[src/rtl/ps2_mouse_packet_decoder_core_assert.svh]
// ---------------------------------------------------------------------------
// ps2 mouse packet decoder assertion macros
// shared concurrent assertion forms for the decoder modules
// ---------------------------------------------------------------------------
`ifndef PS2_MOUSE_PACKET_DECODER_CORE_ASSERT_SVH
`define PS2_MOUSE_PACKET_DECODER_CORE_ASSERT_SVH

// checked only while out of reset
`define PS2MD_ASSERT(lbl, clk, rst_n, prop, msg) \
  lbl: assert property (@(posedge clk) disable iff (!rst_n) prop) else $error(msg);

// checked on every edge, reset included
`define PS2MD_ASSERT_ALWAYS(lbl, clk, prop, msg) \
  lbl: assert property (@(posedge clk) prop) else $error(msg);

`endif

[src/rtl/ps2md_pkg.sv]
// ---------------------------------------------------------------------------
// ps2md_pkg
// types, constants and helpers shared by the ps2 mouse packet decoder
// ---------------------------------------------------------------------------
`default_nettype none

package ps2md_pkg;

  localparam int unsigned ExtW       = 12;
  localparam int unsigned CfgIdxW    = 1;

  localparam logic [7:0]  AckByte    = 8'hFA;
  localparam logic [7:0]  SyncMask   = 8'hC8;
  localparam logic [7:0]  SyncValue  = 8'h08;

  localparam logic [ExtW-1:0] CursorSize   = 12'd16;
  localparam logic [ExtW-1:0] CentreMarginY = 12'd44; // menu bar plus cursor

  localparam logic [ExtW-1:0] ResetWidth  = 12'd320;
  localparam logic [ExtW-1:0] ResetHeight = 12'd200;

  localparam logic [CfgIdxW-1:0] RegScreenWidth  = 1'b0;
  localparam logic [CfgIdxW-1:0] RegScreenHeight = 1'b1;

  localparam int unsigned QueueDepth = 2;
  localparam int unsigned QueuePtrW  = 1;
  localparam int unsigned QueueCntW  = 2;

  typedef enum logic [1:0] {
    PhAck    = 2'd0,
    PhHeader = 2'd1,
    PhX      = 2'd2,
    PhY      = 2'd3
  } phase_e;

  typedef struct packed {
    logic [2:0]        buttons;
    logic signed [8:0] delta_x;
    logic signed [9:0] delta_y;
  } pkt_t;

  typedef struct packed {
    logic full;
    logic empty;
  } q_status_t;

  function automatic logic [ExtW-1:0] centre(input logic [ExtW-1:0] ext,
                                             input logic [ExtW-1:0] margin);
    logic [ExtW-1:0] diff;
    diff = ext - margin;
    if (ext < margin) begin
      return '0;
    end
    return {1'b0, diff[ExtW-1:1]};
  endfunction

  function automatic logic [ExtW-1:0] upper_bound(input logic [ExtW-1:0] ext);
    if (ext < CursorSize) begin
      return '0;
    end
    return ext - CursorSize;
  endfunction

endpackage

`default_nettype wire

[src/rtl/ps2md_front.sv]
// ---------------------------------------------------------------------------
// ps2md_front
// byte intake: acknowledge wait, header sync and packet assembly
// ---------------------------------------------------------------------------
`default_nettype none

module ps2md_front (
  input  wire logic                  clk_i,
  input  wire logic                  rst_ni,
  input  wire logic                  in_valid_i,
  output logic                       in_stall_o,
  input  wire logic [7:0]            mouse_byte_i,
  input  wire ps2md_pkg::q_status_t  q_status_i,
  output logic                       push_o,
  output ps2md_pkg::pkt_t            pkt_o
);

  ps2md_pkg::phase_e phase_q, phase_d;
  logic [7:0] hdr_q, hdr_d;
  logic [7:0] xb_q, xb_d;
  logic       accept;
  logic       sync_ok;

  assign in_stall_o = q_status_i.full;
  assign accept     = in_valid_i && !in_stall_o;
  assign sync_ok    = (mouse_byte_i & ps2md_pkg::SyncMask) == ps2md_pkg::SyncValue;

  always_comb begin
    phase_d = phase_q;
    if (accept) begin
      case (phase_q)
        ps2md_pkg::PhAck: begin
          if (mouse_byte_i == ps2md_pkg::AckByte) begin
            phase_d = ps2md_pkg::PhHeader;
          end
        end
        ps2md_pkg::PhHeader: begin
          if (sync_ok) begin
            phase_d = ps2md_pkg::PhX;
          end
        end
        ps2md_pkg::PhX: begin
          phase_d = ps2md_pkg::PhY;
        end
        ps2md_pkg::PhY: begin
          phase_d = ps2md_pkg::PhHeader;
        end
        default: begin
          phase_d = ps2md_pkg::PhAck;
        end
      endcase
    end
  end

  always_comb begin
    hdr_d  = hdr_q;
    xb_d   = xb_q;
    push_o = 1'b0;
    case (phase_q)
      ps2md_pkg::PhHeader: begin
        if (accept && sync_ok) begin
          hdr_d = mouse_byte_i;
        end
      end
      ps2md_pkg::PhX: begin
        if (accept) begin
          xb_d = mouse_byte_i;
        end
      end
      ps2md_pkg::PhY: begin
        push_o = accept;
      end
      default: begin
        push_o = 1'b0;
      end
    endcase
  end

  // y sign extended to ten bits, then negated so that down is positive
  assign pkt_o.buttons = hdr_q[2:0];
  assign pkt_o.delta_x = {hdr_q[4], xb_q};
  assign pkt_o.delta_y = 10'd0 - {hdr_q[5], hdr_q[5], mouse_byte_i};

  always_ff @(posedge clk_i or negedge rst_ni) begin
    if (!rst_ni) begin
      phase_q <= ps2md_pkg::PhAck;
      hdr_q   <= '0;
      xb_q    <= '0;
    end else begin
      phase_q <= phase_d;
      hdr_q   <= hdr_d;
      xb_q    <= xb_d;
    end
  end

endmodule

`default_nettype wire

[src/rtl/ps2md_queue.sv]
// ---------------------------------------------------------------------------
// ps2md_queue
// short packet queue between the byte intake and the cursor update
// ---------------------------------------------------------------------------
`default_nettype none

module ps2md_queue (
  input  wire logic                  clk_i,
  input  wire logic                  rst_ni,
  input  wire logic                  push_i,
  input  wire ps2md_pkg::pkt_t       pkt_i,
  input  wire logic                  pop_i,
  output ps2md_pkg::pkt_t            pkt_o,
  output ps2md_pkg::q_status_t       status_o
);

  localparam logic [ps2md_pkg::QueuePtrW-1:0] LastPtr =
    ps2md_pkg::QueuePtrW'(ps2md_pkg::QueueDepth - 1);
  localparam logic [ps2md_pkg::QueueCntW-1:0] FullCnt =
    ps2md_pkg::QueueCntW'(ps2md_pkg::QueueDepth);

  ps2md_pkg::pkt_t entries_q [ps2md_pkg::QueueDepth];
  logic [ps2md_pkg::QueuePtrW-1:0] wr_ptr_q, wr_ptr_d;
  logic [ps2md_pkg::QueuePtrW-1:0] rd_ptr_q, rd_ptr_d;
  logic [ps2md_pkg::QueueCntW-1:0] cnt_q, cnt_d;

  assign status_o.full  = cnt_q == FullCnt;
  assign status_o.empty = cnt_q == '0;
  assign pkt_o          = entries_q[rd_ptr_q];

  always_comb begin
    wr_ptr_d = wr_ptr_q;
    rd_ptr_d = rd_ptr_q;
    cnt_d    = cnt_q;
    if (push_i) begin
      wr_ptr_d = (wr_ptr_q == LastPtr) ? '0 : wr_ptr_q + 1'b1;
    end
    if (pop_i) begin
      rd_ptr_d = (rd_ptr_q == LastPtr) ? '0 : rd_ptr_q + 1'b1;
    end
    if (push_i && !pop_i) begin
      cnt_d = cnt_q + 1'b1;
    end else if (pop_i && !push_i) begin
      cnt_d = cnt_q - 1'b1;
    end
  end

  always_ff @(posedge clk_i) begin
    if (push_i) begin
      entries_q[wr_ptr_q] <= pkt_i;
    end
  end

  always_ff @(posedge clk_i or negedge rst_ni) begin
    if (!rst_ni) begin
      wr_ptr_q <= '0;
      rd_ptr_q <= '0;
      cnt_q    <= '0;
    end else begin
      wr_ptr_q <= wr_ptr_d;
      rd_ptr_q <= rd_ptr_d;
      cnt_q    <= cnt_d;
    end
  end

endmodule

`default_nettype wire

[src/rtl/ps2md_back.sv]
// ---------------------------------------------------------------------------
// ps2md_back
// screen size registers, cursor update with clamping and output register
// ---------------------------------------------------------------------------
`default_nettype none

module ps2md_back (
  input  wire logic                          clk_i,
  input  wire logic                          rst_ni,
  input  wire logic                          cfg_we_i,
  input  wire logic [ps2md_pkg::CfgIdxW-1:0] cfg_idx_i,
  input  wire logic [ps2md_pkg::ExtW-1:0]    cfg_data_i,
  input  wire ps2md_pkg::q_status_t          q_status_i,
  input  wire ps2md_pkg::pkt_t               pkt_i,
  output logic                               pop_o,
  output logic                               out_valid_o,
  input  wire logic                          out_stall_i,
  output logic [2:0]                         buttons_o,
  output logic signed [8:0]                  delta_x_o,
  output logic signed [9:0]                  delta_y_o,
  output logic [ps2md_pkg::ExtW-1:0]         cursor_x_o,
  output logic [ps2md_pkg::ExtW-1:0]         cursor_y_o
);

  localparam int unsigned SumW = ps2md_pkg::ExtW + 2;

  logic [ps2md_pkg::ExtW-1:0] width_q, width_d;
  logic [ps2md_pkg::ExtW-1:0] height_q, height_d;
  logic [ps2md_pkg::ExtW-1:0] ptr_x_q, ptr_x_d;
  logic [ps2md_pkg::ExtW-1:0] ptr_y_q, ptr_y_d;
  logic                       out_valid_q, out_valid_d;
  logic [2:0]                 buttons_q;
  logic signed [8:0]          delta_x_q;
  logic signed [9:0]          delta_y_q;
  logic [ps2md_pkg::ExtW-1:0] hi_x, hi_y;
  logic [ps2md_pkg::ExtW-1:0] new_x, new_y;
  logic [SumW-1:0]            sum_x, sum_y;

  assign pop_o = !q_status_i.empty && (!out_valid_q || !out_stall_i);

  assign hi_x = ps2md_pkg::upper_bound(width_q);
  assign hi_y = ps2md_pkg::upper_bound(height_q);

  assign sum_x = {2'b00, ptr_x_q} + {{(SumW-9){pkt_i.delta_x[8]}}, pkt_i.delta_x};
  assign sum_y = {2'b00, ptr_y_q} + {{(SumW-10){pkt_i.delta_y[9]}}, pkt_i.delta_y};

  // negative sum pins to zero, anything past the edge pins to the bound
  always_comb begin
    if (sum_x[SumW-1]) begin
      new_x = '0;
    end else if (sum_x[SumW-2:0] > {1'b0, hi_x}) begin
      new_x = hi_x;
    end else begin
      new_x = sum_x[ps2md_pkg::ExtW-1:0];
    end
    if (sum_y[SumW-1]) begin
      new_y = '0;
    end else if (sum_y[SumW-2:0] > {1'b0, hi_y}) begin
      new_y = hi_y;
    end else begin
      new_y = sum_y[ps2md_pkg::ExtW-1:0];
    end
  end

  always_comb begin
    width_d     = width_q;
    height_d    = height_q;
    ptr_x_d     = ptr_x_q;
    ptr_y_d     = ptr_y_q;
    out_valid_d = out_valid_q;
    if (pop_o) begin
      out_valid_d = 1'b1;
    end else if (!out_stall_i) begin
      out_valid_d = 1'b0;
    end
    if (cfg_we_i) begin
      case (cfg_idx_i)
        ps2md_pkg::RegScreenWidth:  width_d  = cfg_data_i;
        ps2md_pkg::RegScreenHeight: height_d = cfg_data_i;
        default:                    width_d  = width_q;
      endcase
      // any size write recentres the cursor
      ptr_x_d = ps2md_pkg::centre(width_d, ps2md_pkg::CursorSize);
      ptr_y_d = ps2md_pkg::centre(height_d, ps2md_pkg::CentreMarginY);
    end else if (pop_o) begin
      ptr_x_d = new_x;
      ptr_y_d = new_y;
    end
  end

  always_ff @(posedge clk_i or negedge rst_ni) begin
    if (!rst_ni) begin
      width_q     <= ps2md_pkg::ResetWidth;
      height_q    <= ps2md_pkg::ResetHeight;
      ptr_x_q     <= ps2md_pkg::centre(ps2md_pkg::ResetWidth, ps2md_pkg::CursorSize);
      ptr_y_q     <= ps2md_pkg::centre(ps2md_pkg::ResetHeight, ps2md_pkg::CentreMarginY);
      out_valid_q <= 1'b0;
    end else begin
      width_q     <= width_d;
      height_q    <= height_d;
      ptr_x_q     <= ptr_x_d;
      ptr_y_q     <= ptr_y_d;
      out_valid_q <= out_valid_d;
    end
  end

  always_ff @(posedge clk_i) begin
    if (pop_o) begin
      buttons_q <= pkt_i.buttons;
      delta_x_q <= pkt_i.delta_x;
      delta_y_q <= pkt_i.delta_y;
    end
  end

  assign out_valid_o = out_valid_q;
  assign buttons_o   = buttons_q;
  assign delta_x_o   = delta_x_q;
  assign delta_y_o   = delta_y_q;
  assign cursor_x_o  = ptr_x_q;
  assign cursor_y_o  = ptr_y_q;

endmodule

`default_nettype wire

[src/rtl/ps2_mouse_packet_decoder_core.sv]
// ---------------------------------------------------------------------------
// ps2_mouse_packet_decoder_core
// ps2 mouse three-byte packet decoder with a clamped cursor
// ---------------------------------------------------------------------------
// input channel: one raw mouse byte per request (in_valid_i / in_stall_o).
// bytes are dropped until the 0xfa acknowledge, then headers are synced on
// bits 7,6,3 and each header, x and y byte triple gives one result request
// (out_valid_o / out_stall_i) with buttons, deltas and the clamped cursor.
// throughput: one byte per cycle; the intake and the cursor update are split
// by a two-entry packet queue, so a stalled result does not hold the intake
// until that queue is full.
// path: the y byte is written into the queue, then the cursor adder feeds the
// output register once that register is free to take a new result.
// configuration: cfg_we_i writes screen width (index 0) or height (index 1)
// and recentres the cursor; write only while no packet is in flight.
// reset: phase waits for the acknowledge, screen is 320 x 200 and the cursor
// sits at the centre; while out_stall_i is high the result holds steady.
// ---------------------------------------------------------------------------
`default_nettype none
`include "ps2_mouse_packet_decoder_core_assert.svh"

module ps2_mouse_packet_decoder_core (
  input  wire logic                          clk_i,
  input  wire logic                          rst_ni,
  input  wire logic                          cfg_we_i,
  input  wire logic [ps2md_pkg::CfgIdxW-1:0] cfg_idx_i,
  input  wire logic [ps2md_pkg::ExtW-1:0]    cfg_data_i,
  input  wire logic                          in_valid_i,
  output logic                               in_stall_o,
  input  wire logic [7:0]                    mouse_byte_i,
  output logic                               out_valid_o,
  input  wire logic                          out_stall_i,
  output logic [2:0]                         buttons_o,
  output logic signed [8:0]                  delta_x_o,
  output logic signed [9:0]                  delta_y_o,
  output logic [ps2md_pkg::ExtW-1:0]         cursor_x_o,
  output logic [ps2md_pkg::ExtW-1:0]         cursor_y_o
);

  ps2md_pkg::q_status_t q_status;
  ps2md_pkg::pkt_t      push_pkt;
  ps2md_pkg::pkt_t      head_pkt;
  logic                 push;
  logic                 pop;

  ps2md_front u_front (
    .clk_i        (clk_i),
    .rst_ni       (rst_ni),
    .in_valid_i   (in_valid_i),
    .in_stall_o   (in_stall_o),
    .mouse_byte_i (mouse_byte_i),
    .q_status_i   (q_status),
    .push_o       (push),
    .pkt_o        (push_pkt)
  );

  ps2md_queue u_queue (
    .clk_i    (clk_i),
    .rst_ni   (rst_ni),
    .push_i   (push),
    .pkt_i    (push_pkt),
    .pop_i    (pop),
    .pkt_o    (head_pkt),
    .status_o (q_status)
  );

  ps2md_back u_back (
    .clk_i       (clk_i),
    .rst_ni      (rst_ni),
    .cfg_we_i    (cfg_we_i),
    .cfg_idx_i   (cfg_idx_i),
    .cfg_data_i  (cfg_data_i),
    .q_status_i  (q_status),
    .pkt_i       (head_pkt),
    .pop_o       (pop),
    .out_valid_o (out_valid_o),
    .out_stall_i (out_stall_i),
    .buttons_o   (buttons_o),
    .delta_x_o   (delta_x_o),
    .delta_y_o   (delta_y_o),
    .cursor_x_o  (cursor_x_o),
    .cursor_y_o  (cursor_y_o)
  );

  `PS2MD_ASSERT(a_no_push_when_full, clk_i, rst_ni, push |-> !q_status.full, "queue overflow")
  `PS2MD_ASSERT(a_no_pop_when_empty, clk_i, rst_ni, pop |-> !q_status.empty, "queue underflow")
  `PS2MD_ASSERT(a_result_from_pop, clk_i, rst_ni, $rose(out_valid_o) |-> $past(pop), "result without packet")

endmodule

`default_nettype wire

[config.mk]
export PLATFORM = sky130hd
export DESIGN_NAME = ps2_mouse_packet_decoder_core
export DESIGN_NICKNAME = d
export VERILOG_FILES = /design/src/rtl/ps2md_pkg.sv /design/src/rtl/ps2md_front.sv /design/src/rtl/ps2md_queue.sv /design/src/rtl/ps2md_back.sv /design/src/rtl/ps2_mouse_packet_decoder_core.sv
export VERILOG_INCLUDE_DIRS = /design/src /design/src/rtl
export SDC_FILE = /design/constraint.sdc
export NUM_CORES = 1
export LEC_CHECK = 0
export BUFFER_PORTS_ARGS = -buffer_cell sky130_fd_sc_hd__buf_2
export CORE_UTILIZATION = 55
export DETAILED_ROUTE_END_ITERATION = 12
export GPL_TIMING_DRIVEN = 0
export PLACE_DENSITY = 0.82
export SYNTH_ARGS = -nofsm -noshare
export SYNTH_HDL_FRONTEND = slang
export SYNTH_SLANG_ARGS = --single-unit
[constraint.sdc]
create_clock -name clk_i -period 4.9 [get_ports clk_i]
set_input_delay 0.98 -clock clk_i [delete_from_list [all_inputs] [get_ports clk_i]]
set_output_delay 0.98 -clock clk_i [all_outputs]
set_load 0.02 [all_outputs]
* Word level (Yosys, flattened, before mapping)
Memory sizes are Yosys's and may differ from the RTL's. Index checks and enable logic that the tools add are counted.
Word-level totals: bits in registers 91, memory bits (writable) 44, input port bits 26, memories kept 1
Operators by class: add/subtract/negate cells 11, magnitude comparators 6, equality and inequality tests 9, muxes and demuxes 38, reduce and logical (&&, ||, !) cells 19
Memories:
- u_queue.entries_q | words 2, bits a word 22, read ports 1, clocked after Yosys merged registers in 0, wr ports 1, RTL line ps2md_queue.sv:22 | ps2md_pkg::pkt_t entries_q [ps2md_pkg::QueueDepth];
Operator list (count):
- $mux W12 | 20
- $lt A12 B5 Y1 const B | 3
- $sub A12 B5 Y12 const B | 3
- $gt A13 B12 Y1 | 2
- $add A13 B10 Y14 | 1
- $add A13 B9 Y14 | 1
- $mux W1 | 13
- $lt A12 B6 Y1 const B | 1
- $sub A12 B6 Y12 const B | 1
- $sub A1 B9 Y10 const A | 1
- $eq A8 B8 Y1 const B | 1
- $mux W2 | 4
- $pmux W2 S4 | 1
- $eq A2 B2 Y1 const B | 3
- $logic_not A1 Y1 | 6
- $ne A2 B1 Y1 const B | 3
- $logic_and A1 B1 Y1 | 5
- $logic_not A2 Y1 | 2
- $reduce_and A2 Y1 | 2
- $reduce_bool A2 Y1 | 2
- $eq A3 B1 Y1 const B | 1
- $reduce_and A3 Y1 | 1
- $add A1 B1 Y1 const B | 2
- $add A2 B1 Y2 const B | 1
- 3 further kinds | 3

* Longest topological paths before layout
word-level depth 8, gate-level depth with buffers 20, depth with buffers taken out 17

* Modules after synthesis
From an unflattened synthesis, not the netlist that was laid out.
Unflattened totals: cells, all modules 753, area, all modules 8333.0 µm²
By module, submodules not included:
- ps2md_back | instances 1, cells an instance 592, area an instance 5675.4 µm², sequential area each 1901.8 µm²
- ps2md_queue | instances 1, cells an instance 84, area an instance 1778.0 µm², sequential area each 1421.4 µm²
- ps2md_front | instances 1, cells an instance 77, area an instance 879.6 µm², sequential area each 375.4 µm²

* Worst setup path after synthesis
No wires, ideal clock.
path type flip-flop to flip-flop, start point register u_queue.rd_ptr_q, end point register u_back.ptr_y_q, in the netlist u_back.cursor_y_o[8], setup time 149 ps, data arrival time 4290 ps, data required time 4751 ps, path slack 461 ps, stages on the path, launching flop included 19, period minus slack after synthesis 4439 ps, path through dfrtp_1 buf_2 clkbuf_1 mux2_2 ha_1 fa_1 a211oi_2 o21ai_1 and3b_1 o41ai_1 xnor2_1 ha_1 a2111oi_0 o311ai_0 nand2_1 o2111ai_4 buf_12 mux2i_1 o221ai_1
RTL lines:
- start: declaration | RTL line ps2md_queue.sv:24 | logic [ps2md_pkg::QueuePtrW-1:0] rd_ptr_q, rd_ptr_d;
- start signal: assignment | RTL line ps2md_queue.sv:61 | rd_ptr_q <= rd_ptr_d;
- end signal: assignment | RTL line ps2md_back.sv:96 | ptr_y_q <= ps2md_pkg::centre(ps2md_pkg::ResetHeight, ps2md_pkg::CentreMarginY);
- end signal: assignment | RTL line ps2md_back.sv:102 | ptr_y_q <= ptr_y_d;
- end: declaration | RTL line ps2md_back.sv:30 | logic [ps2md_pkg::ExtW-1:0] ptr_y_q, ptr_y_d;

==> out/qor.txt <==
Post-synth EDFFs: 66
VDD IR max: 347 uV
Int Power: 3910 uW
Slew Limit Fails: 0
Reg power frac: 27.0%
vias in the first global route: 5,799
gr usage total: 25.7%
final wirelength: 18,700 um
drt first pass iters: 5
Clock Latency Late Sink: 430 ps
Setup Skew: 11.4 ps
# diodes: 0
synthesized cell area: 0.00815 mm2
post-CTS setup buffers: 0
Post-Syn Instances: 757
CTS Buf Count: 17
predominant post-synthesis flop cell: edfxtp_1
DRT antenna net count: 0
count of buffer and inverter cells on the critical path: 4
largest family of logic cells by synthesized area: simple AND/OR/NAND/NOR gates
CP delay by family, top: compound AO/OA/AOI/OAI gates
initial antenna violation count: 0
Fillers: 1,112
I/O Buffers: 69
via count: 6,128
Worst Slack Setup Final: 223 ps
CP Max Fanout: 10
post-DR vias/cell: 5.87
fin crit period: 4680 ps
mux share of post-synthesis cell area: 11.4%
Min-Delay Path Class: reg -> reg
CP max-delay cell: or4_1
Placer Congestion: 0.904
maximum number of pins on one net before global-route repair: 69
Mapped Avg Cell Area: 10.8 um2
IO Count: 74
total core area: 0.0145 mm2
FF+latch area: 0.00370 mm2
sequential share of the synthesized area: 45.4%
#FFs+latches synth: 134
max incr delay on CP: 500 ps
gr ovfl total: 0
HPWL after DPL: 13,700 um
FP Rows: 44
Ys Warns: 0
share of cells above drive strength 1: 22.8%
Compound-Gate Fraction of Synth Area: 11.2%
Root Driver: clkbuf_16
initial drt markers: 465
# DRC: 0
Synth cell types: 66
WP data arrival: 5030 ps
Die Ht: 124 um
Starting Density: 56.3%
max cap viols: 0
crit-path cells: buf_2, buf_6, mux2_2, ha_1, fa_1, a21oi_2, o22ai_1, o41ai_2, nand2_1, xnor2_1, inv_1, ha_1, or4_1, a211oi_1, o311a_2, buf_6, mux2_1, o211ai_2
CP Class: reg -> reg
Final Hold Fails: 0
Synth Area in XOR/XNOR: 5.80%
Power, Total: 6840 uW
Final period util: 95.5%
dpl ws: -349 ps
switching part of the total: 42.8%
Post-Synth Adder-Cell Area: 10.0%
outcome: finished, final reports clean
H-tree depth: 4
Die W: 124 um
asr flop ratio synth: 50.7%
Crit path required time: 5260 ps
CP endpoint kind: register
Slew @ Worst Pin: 1100 ps
nets@finish: 937
Post-Synth Simple-Gate Area: 12.8%
# clock sinks: 134
area of the die: 0.0153 mm2
RSZ-0062 raised after global routing: no
Slew headroom: 25.9%
Comb power frac: 55.7%
Synth Net Count: 847
startpoint class of the critical path: register
Max Root-Sink Buffers: 2
CTS tree: done
Pleak: 0.00408 uW
highest clock rate: 214 MHz
Area growth syn-to-layout: 14.8%
Hold-fix buffers, CTS: 0
multi-input logic area: 0.00420 mm2
Power Dens Cells: 731 mW/mm2
DR WL/cell: 17.9 um
final setup fails: 0
clock network fraction of total power: 17.4%
Hold WS: 469 ps
clock-pin slew on the worst setup and hold paths: 60 ps
Psw: 2930 uW
first-pass GRT wire length: 29,000 um
## through the flow
step,setup TNS [ps],std cells,utilization [%],instance area [um2]
floorplan,0,757,-,8150
global placement,-1810,1010,60.3,8730
detailed placement,-4060,1012,60.6,8770
CTS,0,1044,64.5,9330
global route,0,1044,64.6,9350
finish,0,1044,64.6,9350
## registers in the layout (all words and copies together), names as in the netlist, 5 cells and up
signal,flops
u_back.delta_x_o,9
u_back.cursor_x_o,12
u_front.xb_q,8
u_back.delta_y_o,10
u_queue.entries_q,44
u_front.hdr_q,5
u_back.width_q,12
u_back.cursor_y_o,12
u_back.height_q,12
## path summary, 6_finish.rpt
check                                  from                        to  slack (ps)  cells after the start
setup / recovery           u_queue.rd_ptr_q     u_back.cursor_x_o[10]         220                     18
hold / removal              u_front.xb_q[5]  u_queue.entries_q[0][15]         470                      0
setup reg to reg           u_queue.rd_ptr_q     u_back.cursor_x_o[10]         220                     18
hold reg to reg             u_front.xb_q[5]  u_queue.entries_q[0][15]         470                      0
max in group asynchronous            rst_ni      u_back.cursor_y_o[1]        4010                      2
min in group asynchronous            rst_ni      u_back.cursor_x_o[8]         540                      2
## cells in the mapped netlist (2+ instances only)
master / number / area share [%]
a2111oi_0: 2 / 0.21
a211o_1: 2 / 0.21
a211oi_1: 6 / 0.55
a211oi_2: 2 / 0.31
a21o_1: 8 / 0.74
a21oi_1: 30 / 1.8
a22oi_1: 2 / 0.18
a31oi_1: 2 / 0.15
and2_1: 3 / 0.23
and3_1: 2 / 0.15
buf_2: 7 / 0.43
buf_6: 2 / 0.28
clkbuf_1: 13 / 0.60
dfrtp_1: 56 / 17
dfstp_2: 12 / 3.9
edfxtp_1: 66 / 24
fa_1: 2 / 0.49
ha_1: 62 / 9.5
inv_1: 40 / 1.8
mux2_2: 49 / 6.8
mux2i_1: 35 / 4.3
nand2_1: 98 / 4.5
nand2b_1: 6 / 0.46
nand3_1: 12 / 0.74
nand4_1: 3 / 0.23
nor2_1: 45 / 2.1
nor2b_1: 18 / 1.4
nor3_1: 18 / 1.1
nor3b_1: 2 / 0.18
nor4_1: 6 / 0.46
o211ai_1: 5 / 0.46
o21a_1: 2 / 0.18
o21ai_0: 27 / 1.7
o21ai_1: 4 / 0.25
o21bai_1: 4 / 0.37
o221ai_1: 16 / 1.7
o31ai_1: 2 / 0.18
or2_2: 4 / 0.31
or3_1: 2 / 0.15
or4_1: 2 / 0.18
xnor2_1: 29 / 3.1
xor2_1: 25 / 2.7
## kinds of logic after synthesis
group           after synthesis
buf+inv                      63
simple gates                227
compound gates              129
mux                          86
xor+xnor                     54
flops                       134
fa+ha+maj                    64
## area by class of cell
class | instances | share of cell area [%]
Multi-Input combinational cell | 560 | 44.9
Clock buffer | 18 | 4.59
Tap cell | 184 | 2.46
Clock inverter | 14 | 1.26
Buffer | 23 | 1.47
Inverter | 40 | 1.61
Sequential cell | 134 | 39.5
Timing Repair Buffer | 71 | 4.17
## repair_timing
action / in CTS / in global routing
gates cloned: 0 / 0
pin swaps: 0 / 0
hold endpoints to repair: 0 / 0
endpoints found under the setup margin: 23 / 19
resized for setup: 5 / 7
## routing by layer
| metal | GRT usage (%) | share of wire (%) | vias up |
|---|---|---|---|
| met5 | 0 | 0 | - |
| met4 | 10.2 | 2.4 | 0 |
| met3 | 5.54 | 6.4 | 37 |
| met2 | 40.8 | 47 | 215 |
| met1 | 34.2 | 45 | 2950 |
| li1 | - | - | 2926 |
## power groups by stage
stage	Combinational (uW)	Sequential [uW]	Clock, uW
floorplan	2670	1990	0
global placement	3600	1850	0
detailed placement	3690	1860	0
CTS	3740	1840	1200
global route	4190	1880	1250
finish	3810	1840	1190
## cells in the final DEF, fill, tap and decap left out, drive strengths merged, types with 12 or more instances in the layout
| cell | count |
|---|---|
| nand2 | 98 |
| xor2 | 25 |
| ha | 62 |
| o21ai | 32 |
| inv | 46 |
| a21oi | 31 |
| nor2b | 18 |
| mux2i | 35 |
| buf | 82 |
| o221ai | 17 |
| dfstp | 12 |
| mux2 | 51 |
| xnor2 | 29 |
| edfxtp | 66 |
| nor2 | 45 |
| nand3 | 12 |
| dfrtp | 56 |
| nor3 | 19 |
| clkbuf | 30 |
Note: power is estimated with default switching activity, not from simulation.
